## src/rtl/assert_macros.svh

```systemverilog
// Assertion helpers for the cipher block.
// Expect signals named clock and reset in scope.
`ifndef ASSERT_MACROS_SVH
`define ASSERT_MACROS_SVH

// Checked outside reset only.
`define ASSERT_CLK(label, prop) \
   label: assert property (@(posedge clock) disable iff (reset) prop) \
      else $error("assertion failed");

// Checked in every cycle, reset included.
`define ASSERT_ALWAYS(label, prop) \
   label: assert property (@(posedge clock) prop) \
      else $error("assertion failed");

`endif

```

## src/rtl/cmpc_pkg.sv

```systemverilog
`default_nettype none
package cmpc_pkg;

   localparam int FracBits  = 30;
   localparam int MapW      = FracBits + 2;
   localparam int MagW      = FracBits + 1;
   localparam int SeedW     = 32;
   localparam int SeedExtW  = ((MapW > SeedW) ? MapW : SeedW) + 1;
   localparam int KeyScaleW = 11;
   localparam int KeyProdW  = MapW + KeyScaleW;
   localparam int CsrAddrW  = 3;

   localparam logic [SeedW-1:0]            SeedReset = 32'd429497803;
   localparam logic signed [KeyScaleW-1:0] KeyScale  = 11'sd1000;
   localparam logic [MapW-1:0]             OneMap    = MapW'(1) << FracBits;

   // register index, taken from paddr[2]
   localparam logic RegSeed = 1'b0;

   typedef struct packed {
      logic [7:0] pixel;
      logic       frame_start;
   } cmpc_req_type;

   typedef struct packed {
      logic [7:0] cipher_pixel;
      logic [7:0] key_byte;
   } cmpc_rsp_type;

   typedef struct packed {
      logic load;
      logic advance;
   } cmpc_map_ctl_type;

   // seed as map value, clamped to [-1, 1]
   function automatic logic signed [MapW-1:0] seed_clamp(input logic [SeedW-1:0] s);
      logic signed [SeedExtW-1:0] se;
      logic signed [SeedExtW-1:0] one_pos;
      logic signed [SeedExtW-1:0] one_neg;
      logic signed [SeedExtW-1:0] res;
      se      = SeedExtW'($signed(s));
      one_pos = SeedExtW'(1) <<< FracBits;
      one_neg = -one_pos;
      if (se > one_pos) begin
         res = one_pos;
      end else if (se < one_neg) begin
         res = one_neg;
      end else begin
         res = se;
      end
      return res[MapW-1:0];
   endfunction

   localparam logic signed [MapW-1:0] SeedMapReset = seed_clamp(SeedReset);

endpackage
`default_nettype wire

```

## src/rtl/chaotic_map_pixel_cipher_top.sv

```systemverilog
// Chaotic-map pixel cipher.
// Input channel req_*: one gray pixel per transfer with a frame-start flag;
// a set flag reloads the map value from the seed register before that pixel.
// Result channel rsp_*: cipher pixel and the key byte used, one per input.
// The seed register is written through the APB-style port at address 0.
// Each pixel passes through the input register, then the map step and key
// compute into the result register.
// Throughput: one pixel per cycle while the result is not stalled; the map
// recurrence t' = 1 - 2t^2 closes through a single square and subtract.
// A stalled result stays in the output register while the input register
// still takes one more pixel; req_stall rises only when both are full.
// Reset clears both valid flags, sets the seed to about 0.400001 and loads
// the map value from it, so pixels before any frame start use that seed.
`default_nettype none
`include "assert_macros.svh"
module chaotic_map_pixel_cipher_top
   import cmpc_pkg::*;
(
   input  wire logic                clock,
   input  wire logic                reset,
   input  wire logic                req_valid,
   output      logic                req_stall,
   input  wire cmpc_req_type        req_data,
   output      logic                rsp_valid,
   input  wire logic                rsp_stall,
   output      cmpc_rsp_type        rsp_data,
   input  wire logic                psel,
   input  wire logic                penable,
   input  wire logic                pwrite,
   input  wire logic [CsrAddrW-1:0] paddr,
   input  wire logic [31:0]         pwdata,
   output      logic [31:0]         prdata,
   output      logic                pready
);

   logic                   s1_valid_ff;
   logic                   s1_valid_in;
   cmpc_req_type           s1_data_ff;
   cmpc_req_type           s1_data_in;
   logic                   rsp_valid_ff;
   logic                   rsp_valid_in;
   cmpc_rsp_type           rsp_data_ff;
   cmpc_rsp_type           rsp_data_in;
   logic                   req_accept;
   logic                   advance;
   logic signed [MapW-1:0] seed_map;
   logic [7:0]             key_byte;
   cmpc_map_ctl_type       map_ctl;

   cmpc_csr u_csr (
      .clock    (clock),
      .reset    (reset),
      .psel     (psel),
      .penable  (penable),
      .pwrite   (pwrite),
      .paddr    (paddr),
      .pwdata   (pwdata),
      .prdata   (prdata),
      .pready   (pready),
      .seed_map (seed_map)
   );

   assign advance    = s1_valid_ff && (!rsp_valid_ff || !rsp_stall);
   assign req_stall  = s1_valid_ff && !advance;
   assign req_accept = req_valid && !req_stall;

   assign map_ctl.load    = s1_data_ff.frame_start;
   assign map_ctl.advance = advance;

   cmpc_map u_map (
      .clock    (clock),
      .reset    (reset),
      .ctl      (map_ctl),
      .seed_map (seed_map),
      .key_byte (key_byte)
   );

   always_comb begin
      s1_valid_in  = req_accept || (s1_valid_ff && !advance);
      s1_data_in   = req_accept ? req_data : s1_data_ff;
      rsp_valid_in = advance || (rsp_valid_ff && rsp_stall);
      rsp_data_in  = rsp_data_ff;
      if (advance) begin
         rsp_data_in.cipher_pixel = s1_data_ff.pixel + key_byte;
         rsp_data_in.key_byte     = key_byte;
      end
   end

   always_ff @(posedge clock) begin
      if (reset) begin
         s1_valid_ff  <= 1'b0;
         rsp_valid_ff <= 1'b0;
      end else begin
         s1_valid_ff  <= s1_valid_in;
         rsp_valid_ff <= rsp_valid_in;
      end
      s1_data_ff  <= s1_data_in;
      rsp_data_ff <= rsp_data_in;
   end

   assign rsp_valid = rsp_valid_ff;
   assign rsp_data  = rsp_data_ff;

   `ASSERT_CLK(a_stall_only_full, req_stall |-> (s1_valid_ff && rsp_valid_ff && rsp_stall))
   `ASSERT_CLK(a_no_drop, (rsp_valid_ff && rsp_stall) |=> rsp_valid_ff)
   `ASSERT_ALWAYS(a_reset_empty, $past(reset) |-> (!rsp_valid_ff && !s1_valid_ff))

endmodule
`default_nettype wire

```

## src/rtl/cmpc_csr.sv

```systemverilog
`default_nettype none
module cmpc_csr
   import cmpc_pkg::*;
(
   input  wire logic                   clock,
   input  wire logic                   reset,
   input  wire logic                   psel,
   input  wire logic                   penable,
   input  wire logic                   pwrite,
   input  wire logic [CsrAddrW-1:0]    paddr,
   input  wire logic [31:0]            pwdata,
   output      logic [31:0]            prdata,
   output      logic                   pready,
   output      logic signed [MapW-1:0] seed_map
);

   logic [SeedW-1:0]        seed_ff;
   logic [SeedW-1:0]        seed_in;
   logic signed [MapW-1:0]  seed_map_ff;
   logic signed [MapW-1:0]  seed_map_in;
   logic                    wr_seed;

   assign pready  = 1'b1;
   assign wr_seed = psel && penable && pwrite && (paddr[2] == RegSeed);

   always_comb begin
      seed_in     = seed_ff;
      seed_map_in = seed_map_ff;
      if (wr_seed) begin
         seed_in     = pwdata;
         seed_map_in = seed_clamp(pwdata);
      end
   end

   always_ff @(posedge clock) begin
      if (reset) begin
         seed_ff     <= SeedReset;
         seed_map_ff <= SeedMapReset;
      end else begin
         seed_ff     <= seed_in;
         seed_map_ff <= seed_map_in;
      end
   end

   assign prdata   = (paddr[2] == RegSeed) ? seed_ff : 32'd0;
   assign seed_map = seed_map_ff;

endmodule
`default_nettype wire

```

## src/rtl/cmpc_map.sv

```systemverilog
`default_nettype none
`include "assert_macros.svh"
module cmpc_map
   import cmpc_pkg::*;
(
   input  wire logic                   clock,
   input  wire logic                   reset,
   input  wire cmpc_map_ctl_type       ctl,
   input  wire logic signed [MapW-1:0] seed_map,
   output      logic [7:0]             key_byte
);

   logic signed [MapW-1:0]     map_value_ff;
   logic signed [MapW-1:0]     map_value_in;
   logic signed [MapW-1:0]     t_cur;
   logic [MagW-1:0]            mag;
   logic [2*MagW-1:0]          sq_full;
   logic [MagW-1:0]            sq;
   logic signed [KeyProdW-1:0] t_ext;
   logic signed [KeyProdW-1:0] scale_ext;
   logic signed [KeyProdW-1:0] key_prod;
   logic [MapW-1:0]            map_next;

   assign t_cur = ctl.load ? seed_map : map_value_ff;
   assign mag   = t_cur[MapW-1] ? MagW'(-t_cur) : MagW'(t_cur);

   // floor(t * 1000) by arithmetic shift of the signed product
   assign t_ext     = KeyProdW'(t_cur);
   assign scale_ext = KeyProdW'(KeyScale);
   assign key_prod  = t_ext * scale_ext;
   assign key_byte  = key_prod[FracBits +: 8];

   // t' = 1 - 2 * floor(t^2)
   assign sq_full  = mag * mag;
   assign sq       = sq_full[FracBits +: MagW];
   assign map_next = OneMap - {sq, 1'b0};

   assign map_value_in = ctl.advance ? $signed(map_next) : map_value_ff;

   always_ff @(posedge clock) begin
      if (reset) begin
         map_value_ff <= SeedMapReset;
      end else begin
         map_value_ff <= map_value_in;
      end
   end

   `ASSERT_CLK(a_map_in_range, (map_value_ff <= $signed(OneMap)) && (map_value_ff >= -$signed(OneMap)))
   `ASSERT_CLK(a_map_hold, !ctl.advance |=> $stable(map_value_ff))

endmodule
`default_nettype wire
```

## config.mk

```make
export PLATFORM = sky130hd
export DESIGN_NAME = chaotic_map_pixel_cipher_top
export DESIGN_NICKNAME = d
export VERILOG_FILES = /design/src/rtl/cmpc_pkg.sv /design/src/rtl/chaotic_map_pixel_cipher_top.sv /design/src/rtl/cmpc_csr.sv /design/src/rtl/cmpc_map.sv
export VERILOG_INCLUDE_DIRS = /design/src /design/src/rtl
export SDC_FILE = /design/constraint.sdc
export NUM_CORES = 2
export LEC_CHECK = 0
export BUFFER_PORTS_ARGS = -buffer_cell sky130_fd_sc_hd__buf_2
export CAP_MARGIN = 10
export CELL_PAD_IN_SITES_DETAIL_PLACEMENT = 1
export CELL_PAD_IN_SITES_GLOBAL_PLACEMENT = 1
export CORE_MARGIN = 3
export CORE_UTILIZATION = 25
export CTS_BUF_LIST = sky130_fd_sc_hd__clkbuf_4 sky130_fd_sc_hd__clkbuf_8
export DETAILED_ROUTE_END_ITERATION = 8
export HOLD_SLACK_MARGIN = 0.1
export PLACE_DENSITY = 0.47
export SKIP_LAST_GASP = 1
export SYNTH_ARGS = -nofsm -noshare
export SYNTH_HDL_FRONTEND = slang
export SYNTH_SLANG_ARGS = --single-unit
export TNS_END_PERCENT = 20
```

## constraint.sdc

```tcl
create_clock -name clock -period 18.4 [get_ports clock]
set_input_delay 2.76 -clock clock [delete_from_list [all_inputs] [get_ports clock]]
set_output_delay 2.76 -clock clock [all_outputs]
set_load 0.05 [all_outputs]
```

After elaboration in Yosys (flattened, before gate mapping)
Cells that the tools add are included.
Widths: inputs -> output; s select.
Word-level totals
  bits in writable memories: 0
  bits in registers: 123
  bits in latches: 0
  output and inout port bits: 51
  input bits: 51
  logic and storage cells: 36
  memory bits (read-only): 0
  memories kept: 0
Operators by class
  bitwise operators: 1
  multiplexer cells: 5
  divide/modulo/power cells: 0
  equal/unequal tests: 0
  reduce and logical (&&, ||, !) cells: 14
  $add $sub $neg: 3
  order comparisons: 2
  shifts and indexed selects: 0
  $mul: 2
Operators with widths (count)
  $mux 32: 4
  $mul 31x31->61: 1
  $mul 32x8->35 const B: 1
  $gt 32x32->1 const B: 1
  $lt 32x31->1 const B: 1
  $sub 31x32->32 const A: 1
  $mux 31: 1
  $neg 31->31: 1
  $add 8x8->8: 1
  $logic_and 1x1->1: 7
  $logic_not 1->1: 4
  $logic_or 1x1->1: 3
  $not 1->1: 1

Depth between registers and ports, before layout
  depth in word-level cells: 8
  gate-level depth with buffers: 44
  mapped depth without buffers: 39

Cells and area by module
From an unflattened synthesis, not the netlist that was laid out.
Unflattened totals
  cell total of the unflattened synthesis: 4190
  area, all modules: 38366.8 um2
Modules (own cells, without submodules)
  cmpc_map: area an instance 34332.9 um2, times used 1, cells an instance 3779
  cmpc_csr: area an instance 2875.3 um2, times used 1, cells an instance 335
  chaotic_map_pixel_cipher_top: area an instance 1158.6 um2, times used 1, cells an instance 76

Worst setup path after synthesis
OpenSTA, ideal clock, no wires.
  path type: reg-to-reg
  start point: register s1_data_ff (netlist bit map_ctl[1])
  end point: register u_map.map_value_ff[31]
  cell stages (with the launch flop): 42
  setup slack: 7.294 ns
  data arrival time: 10.979 ns
  required time: 18.273 ns
  setup time: 0.127 ns
  period minus slack after synthesis: 11.106 ns
  cells stage by stage: edfxtp_1 -> buf_4 -> buf_1 -> clkbuf_1 -> mux2_2 -> inv_1 -> ha_1 -> nand4_1 -> nor2_1 -> and3_1 -> and4_1 -> a21oi_1 -> xnor2_1 -> inv_1 -> clkbuf_1 -> nand2_1 -> fa_1 -> inv_1 -> [6 not listed] -> fa_1 -> fa_1 -> inv_1 -> fa_1 -> inv_1 -> ha_1 -> clkbuf_1 -> a21o_1 -> a32o_1 -> a211oi_1 -> a21oi_1 -> o211a_1 -> or2_1 -> o311ai_1 -> nand4b_1 -> nor4_1 -> a2111oi_0 -> or3b_1
Between the ends
  cells in the longest elaborated chain, start to end: 5
Ends and longest elaborated chain
  start: declaration: line chaotic_map_pixel_cipher_top.sv:38  | cmpc_req_type s1_data_ff;
  start signal: assignment: line chaotic_map_pixel_cipher_top.sv:97  | s1_data_ff <= s1_data_in;
  $mux 32 (*): line cmpc_map.sv:24  | assign t_cur = ctl.load ? seed_map : map_value_ff;
  $neg 31->31: line cmpc_map.sv:25  | assign mag = t_cur[MapW-1] ? MagW'(-t_cur) : MagW'(t_cur);
  $mux 31 (*): line cmpc_map.sv:25
  $mul 31x31->61 (*): line cmpc_map.sv:34  | assign sq_full = mag * mag;
  $sub 31x32->32 (*): line cmpc_map.sv:36  | assign map_next = OneMap - {sq, 1'b0};
  end signal: assignment: line cmpc_map.sv:42  | map_value_ff <= SeedMapReset;
  end signal: assignment: line cmpc_map.sv:44  | map_value_ff <= map_value_in;
  end: declaration: line cmpc_map.sv:13  | logic signed [MapW-1:0] map_value_ff;
Every way passes the cells marked *; elsewhere a longest branch is shown, timed or not.
A chain may end at the register's enable or synchronous reset.

Final worst setup path
Same ends and word-level chain as after synthesis.

==> run metrics <==
Cells after DPL about 6,200; reg-to-reg startpoint map_ctl[1]$_DFFE_PP_; CTS tree yes; delay-heaviest family, CP adder cells; leading cell type in the layout, fill and taps excluded inv_1; share of layout cells above drive strength 1 6.22%; Seq/Total Area, Yosys approximately 7%; WP data required between 15 and 20 ns; Clk pin slew, worst setup/hold paths 0.09 ns; fin crit period between 10 and 15 ns; initial core utilization 25.3%; Critical path buffers and inverters 9; port bufs 98; Critical-path top delay cell a2111oi_0; final non-filler cell total 6,244; CTS Sinks 123; initial antenna violation count 4; Crit Path Max Fanout 36; GRT Util Overall approximately 17%; WS Path Type flip-flop to flip-flop; period utilisation layout ~72%; CTS buffer count 17; status finished clean; GP Congestion 0.813; vias in the first global route between 30,000 and 40,000; post-DP HPWL 108,000 um; die width 396 um; post-layout net count 5,511; worst hold start u_csr.seed_ff[18]$_SDFFE_PP0P_; Setup Skew 0.0136 ns; Via Count 27,820; cts repair resizes 0; Critical Path Start map_ctl[1]$_DFFE_PP_; 1st-pass router iterations 6; maximum clock path buffer count 2; synth unique cells 91; first-pass GRT wire length roughly 200,000 um; Die Y 396 um; Avg Inst Size Synth about 9 um2; crit path capture type flip-flop; Yosys warning count 0; final hold vios 0; DR WL/cell roughly 21 um; grt total ovfl 0; H-tree Lvls 4; number of enable flip-flop cells after synthesis 25; largest net degree at the start of global routing 66; Initial DRC Count roughly 1,200; worst setup margin ~5 ns; Seq cells post-synth 123; Site Rows about 140; Synth Flop Type dfxtp_1; Via-to-Cell Ratio 4.46; element type at the critical path start flip-flop; Synth-to-Final Area Change 9.60%; max-cap violation count 0; Post-CTS Hold Fix Bufs 0; Max Fclk 75.3 MHz; RSZ-0062 raised after global routing false; Min-Delay Path Class flip-flop to flip-flop; max incr delay on CP 0.99 ns; pre-CTS WS a little over 5 ns; normalized max-slew margin around 15%; clk root buf clkbuf_8; die area around 0.16 mm2; final antenna-violating net count 0; Mapped Cells 4,175; syn nets 5,471; I/O Pins 102; # diodes 0; DRT Wirelength between 100,000 and 150,000 um; Final setup viols 0; commonest cells after routing, fill and taps aside inv_1, fa_1, nand2_1, ha_1, nor2_1; FFs w/ async S/R, synth 0%; Slew Viols, Final 0; clk_lat worst skew 0.47 ns; # DRC 0; Slew @ Worst Pin 1.25 ns; CORE AREA 0.151 mm2; synthesized cell area approximately 0.038 mm2; setup bufs post-CTS 0; setup_tns 0 ns; CP arrival 13.64 ns; crit-path most repeated cell fa_1
==> flip-flops by register name, indices dropped and copies added, names as in the netlist <==
name                count
map_ctl                 1
rsp_data               16
rsp_valid               1
s1_data_ff              8
s1_valid_ff             1
u_csr.seed_ff          32
u_csr.seed_map         32
u_map.map_value_ff     32
==> worst register-to-register path, delay by kind of cell, from the launching register on <==
kind	cells	cell delay, ns
xor gates and xnor gates	1	0.15
DFF	1	0.33
buffers and inverters	9	2.04
and+or+nand+nor	10	3.34
adders and majority gates	10	4.78
muxes	1	0.72
AOI/OAI and AO/OA	5	1.82
==> logic make-up (layout without fill, tap and decap cells) <==
logic type                 Yosys count  in the layout  synth area share [%]
xor gates and xnor gates           100            100                  2.33
and+or+nand+nor                    985            985                  11.6
AOI/OAI and AO/OA                  412            412                  7.38
muxes                               42             42                  1.13
other                                1              1               0.00984
DFF                                123            123                  7.12
adders and majority gates         1245           1245                  57.9
buffers and inverters             1267           1320                  12.5
==> path summary, 6_finish.rpt <==
check                                        end  slack [ns]  depth (start not counted)
max          u_map.map_value_ff[31]$_SDFFE_PP0P_        5.12                         36
min               u_csr.seed_ff[18]$_SDFFE_PP0P_        0.46                          2
max reg2reg  u_map.map_value_ff[31]$_SDFFE_PP0P_        5.12                         36
min reg2reg       u_csr.seed_ff[18]$_SDFFE_PP0P_        0.46                          2
==> stage by stage <==
| stage | cell area, um2 | util, % | hold slack [ns] |
|---|---|---|---|
| 6_report | 41800 | 27.7 | 0.459 |
| 5_1_grt | 41800 | 27.7 | 0.488 |
| 4_1_cts | 41800 | 27.7 | 0.459 |
| 3_5_place_dp | 41300 | 27.4 | 0.447 |
| 3_3_place_gp | 41300 | 27.4 | 0.440 |
| 2_1_floorplan | 38100 | - | 0.430 |
==> synth_stat cells, types with 16 or more instances <==
cell,instances,area [um2]
mux2i_1,38,380
clkbuf_1,133,499
inv_1,1113,4180
o21ai_0,56,280
fa_1,862,17300
nor2b_1,37,231
a31oi_1,18,113
xnor2_1,86,753
a21o_1,32,240
edfxtp_1,25,751
nor2_1,291,1090
a22oi_1,16,120
a221o_1,20,200
and2_1,17,106
nand3_1,47,235
nand2_1,427,1600
and3_1,19,119
dfxtp_1,98,1960
nor3_1,40,200
a21oi_1,116,581
ha_1,383,4790
nand4_1,30,188
o211ai_1,17,128
==> final cells by class <==
| type | instances | area [um2] |
|---|---|---|
| clock inverter | 15 | 219 |
| multi-input combinational | 2785 | 30900 |
| sequential | 123 | 2710 |
| timing repair buffer | 167 | 1010 |
| fill | 17775 | 109000 |
| tap | 2016 | 2520 |
| inverter | 1121 | 4210 |
| clock buffer | 17 | 234 |
==> metal layers <==
metal	routed length, um	track usage, %	up-vias
met2	64300	29.6	257
met5	34	0	-
met3	2650	1.05	36
li1	-	-	12774
met1	62800	24.1	14749
met4	788	1.30	4
Power is left out: the tool's default activity adds up to more than one toggle a clock period on the data nets, which glitch-free logic cannot reach.
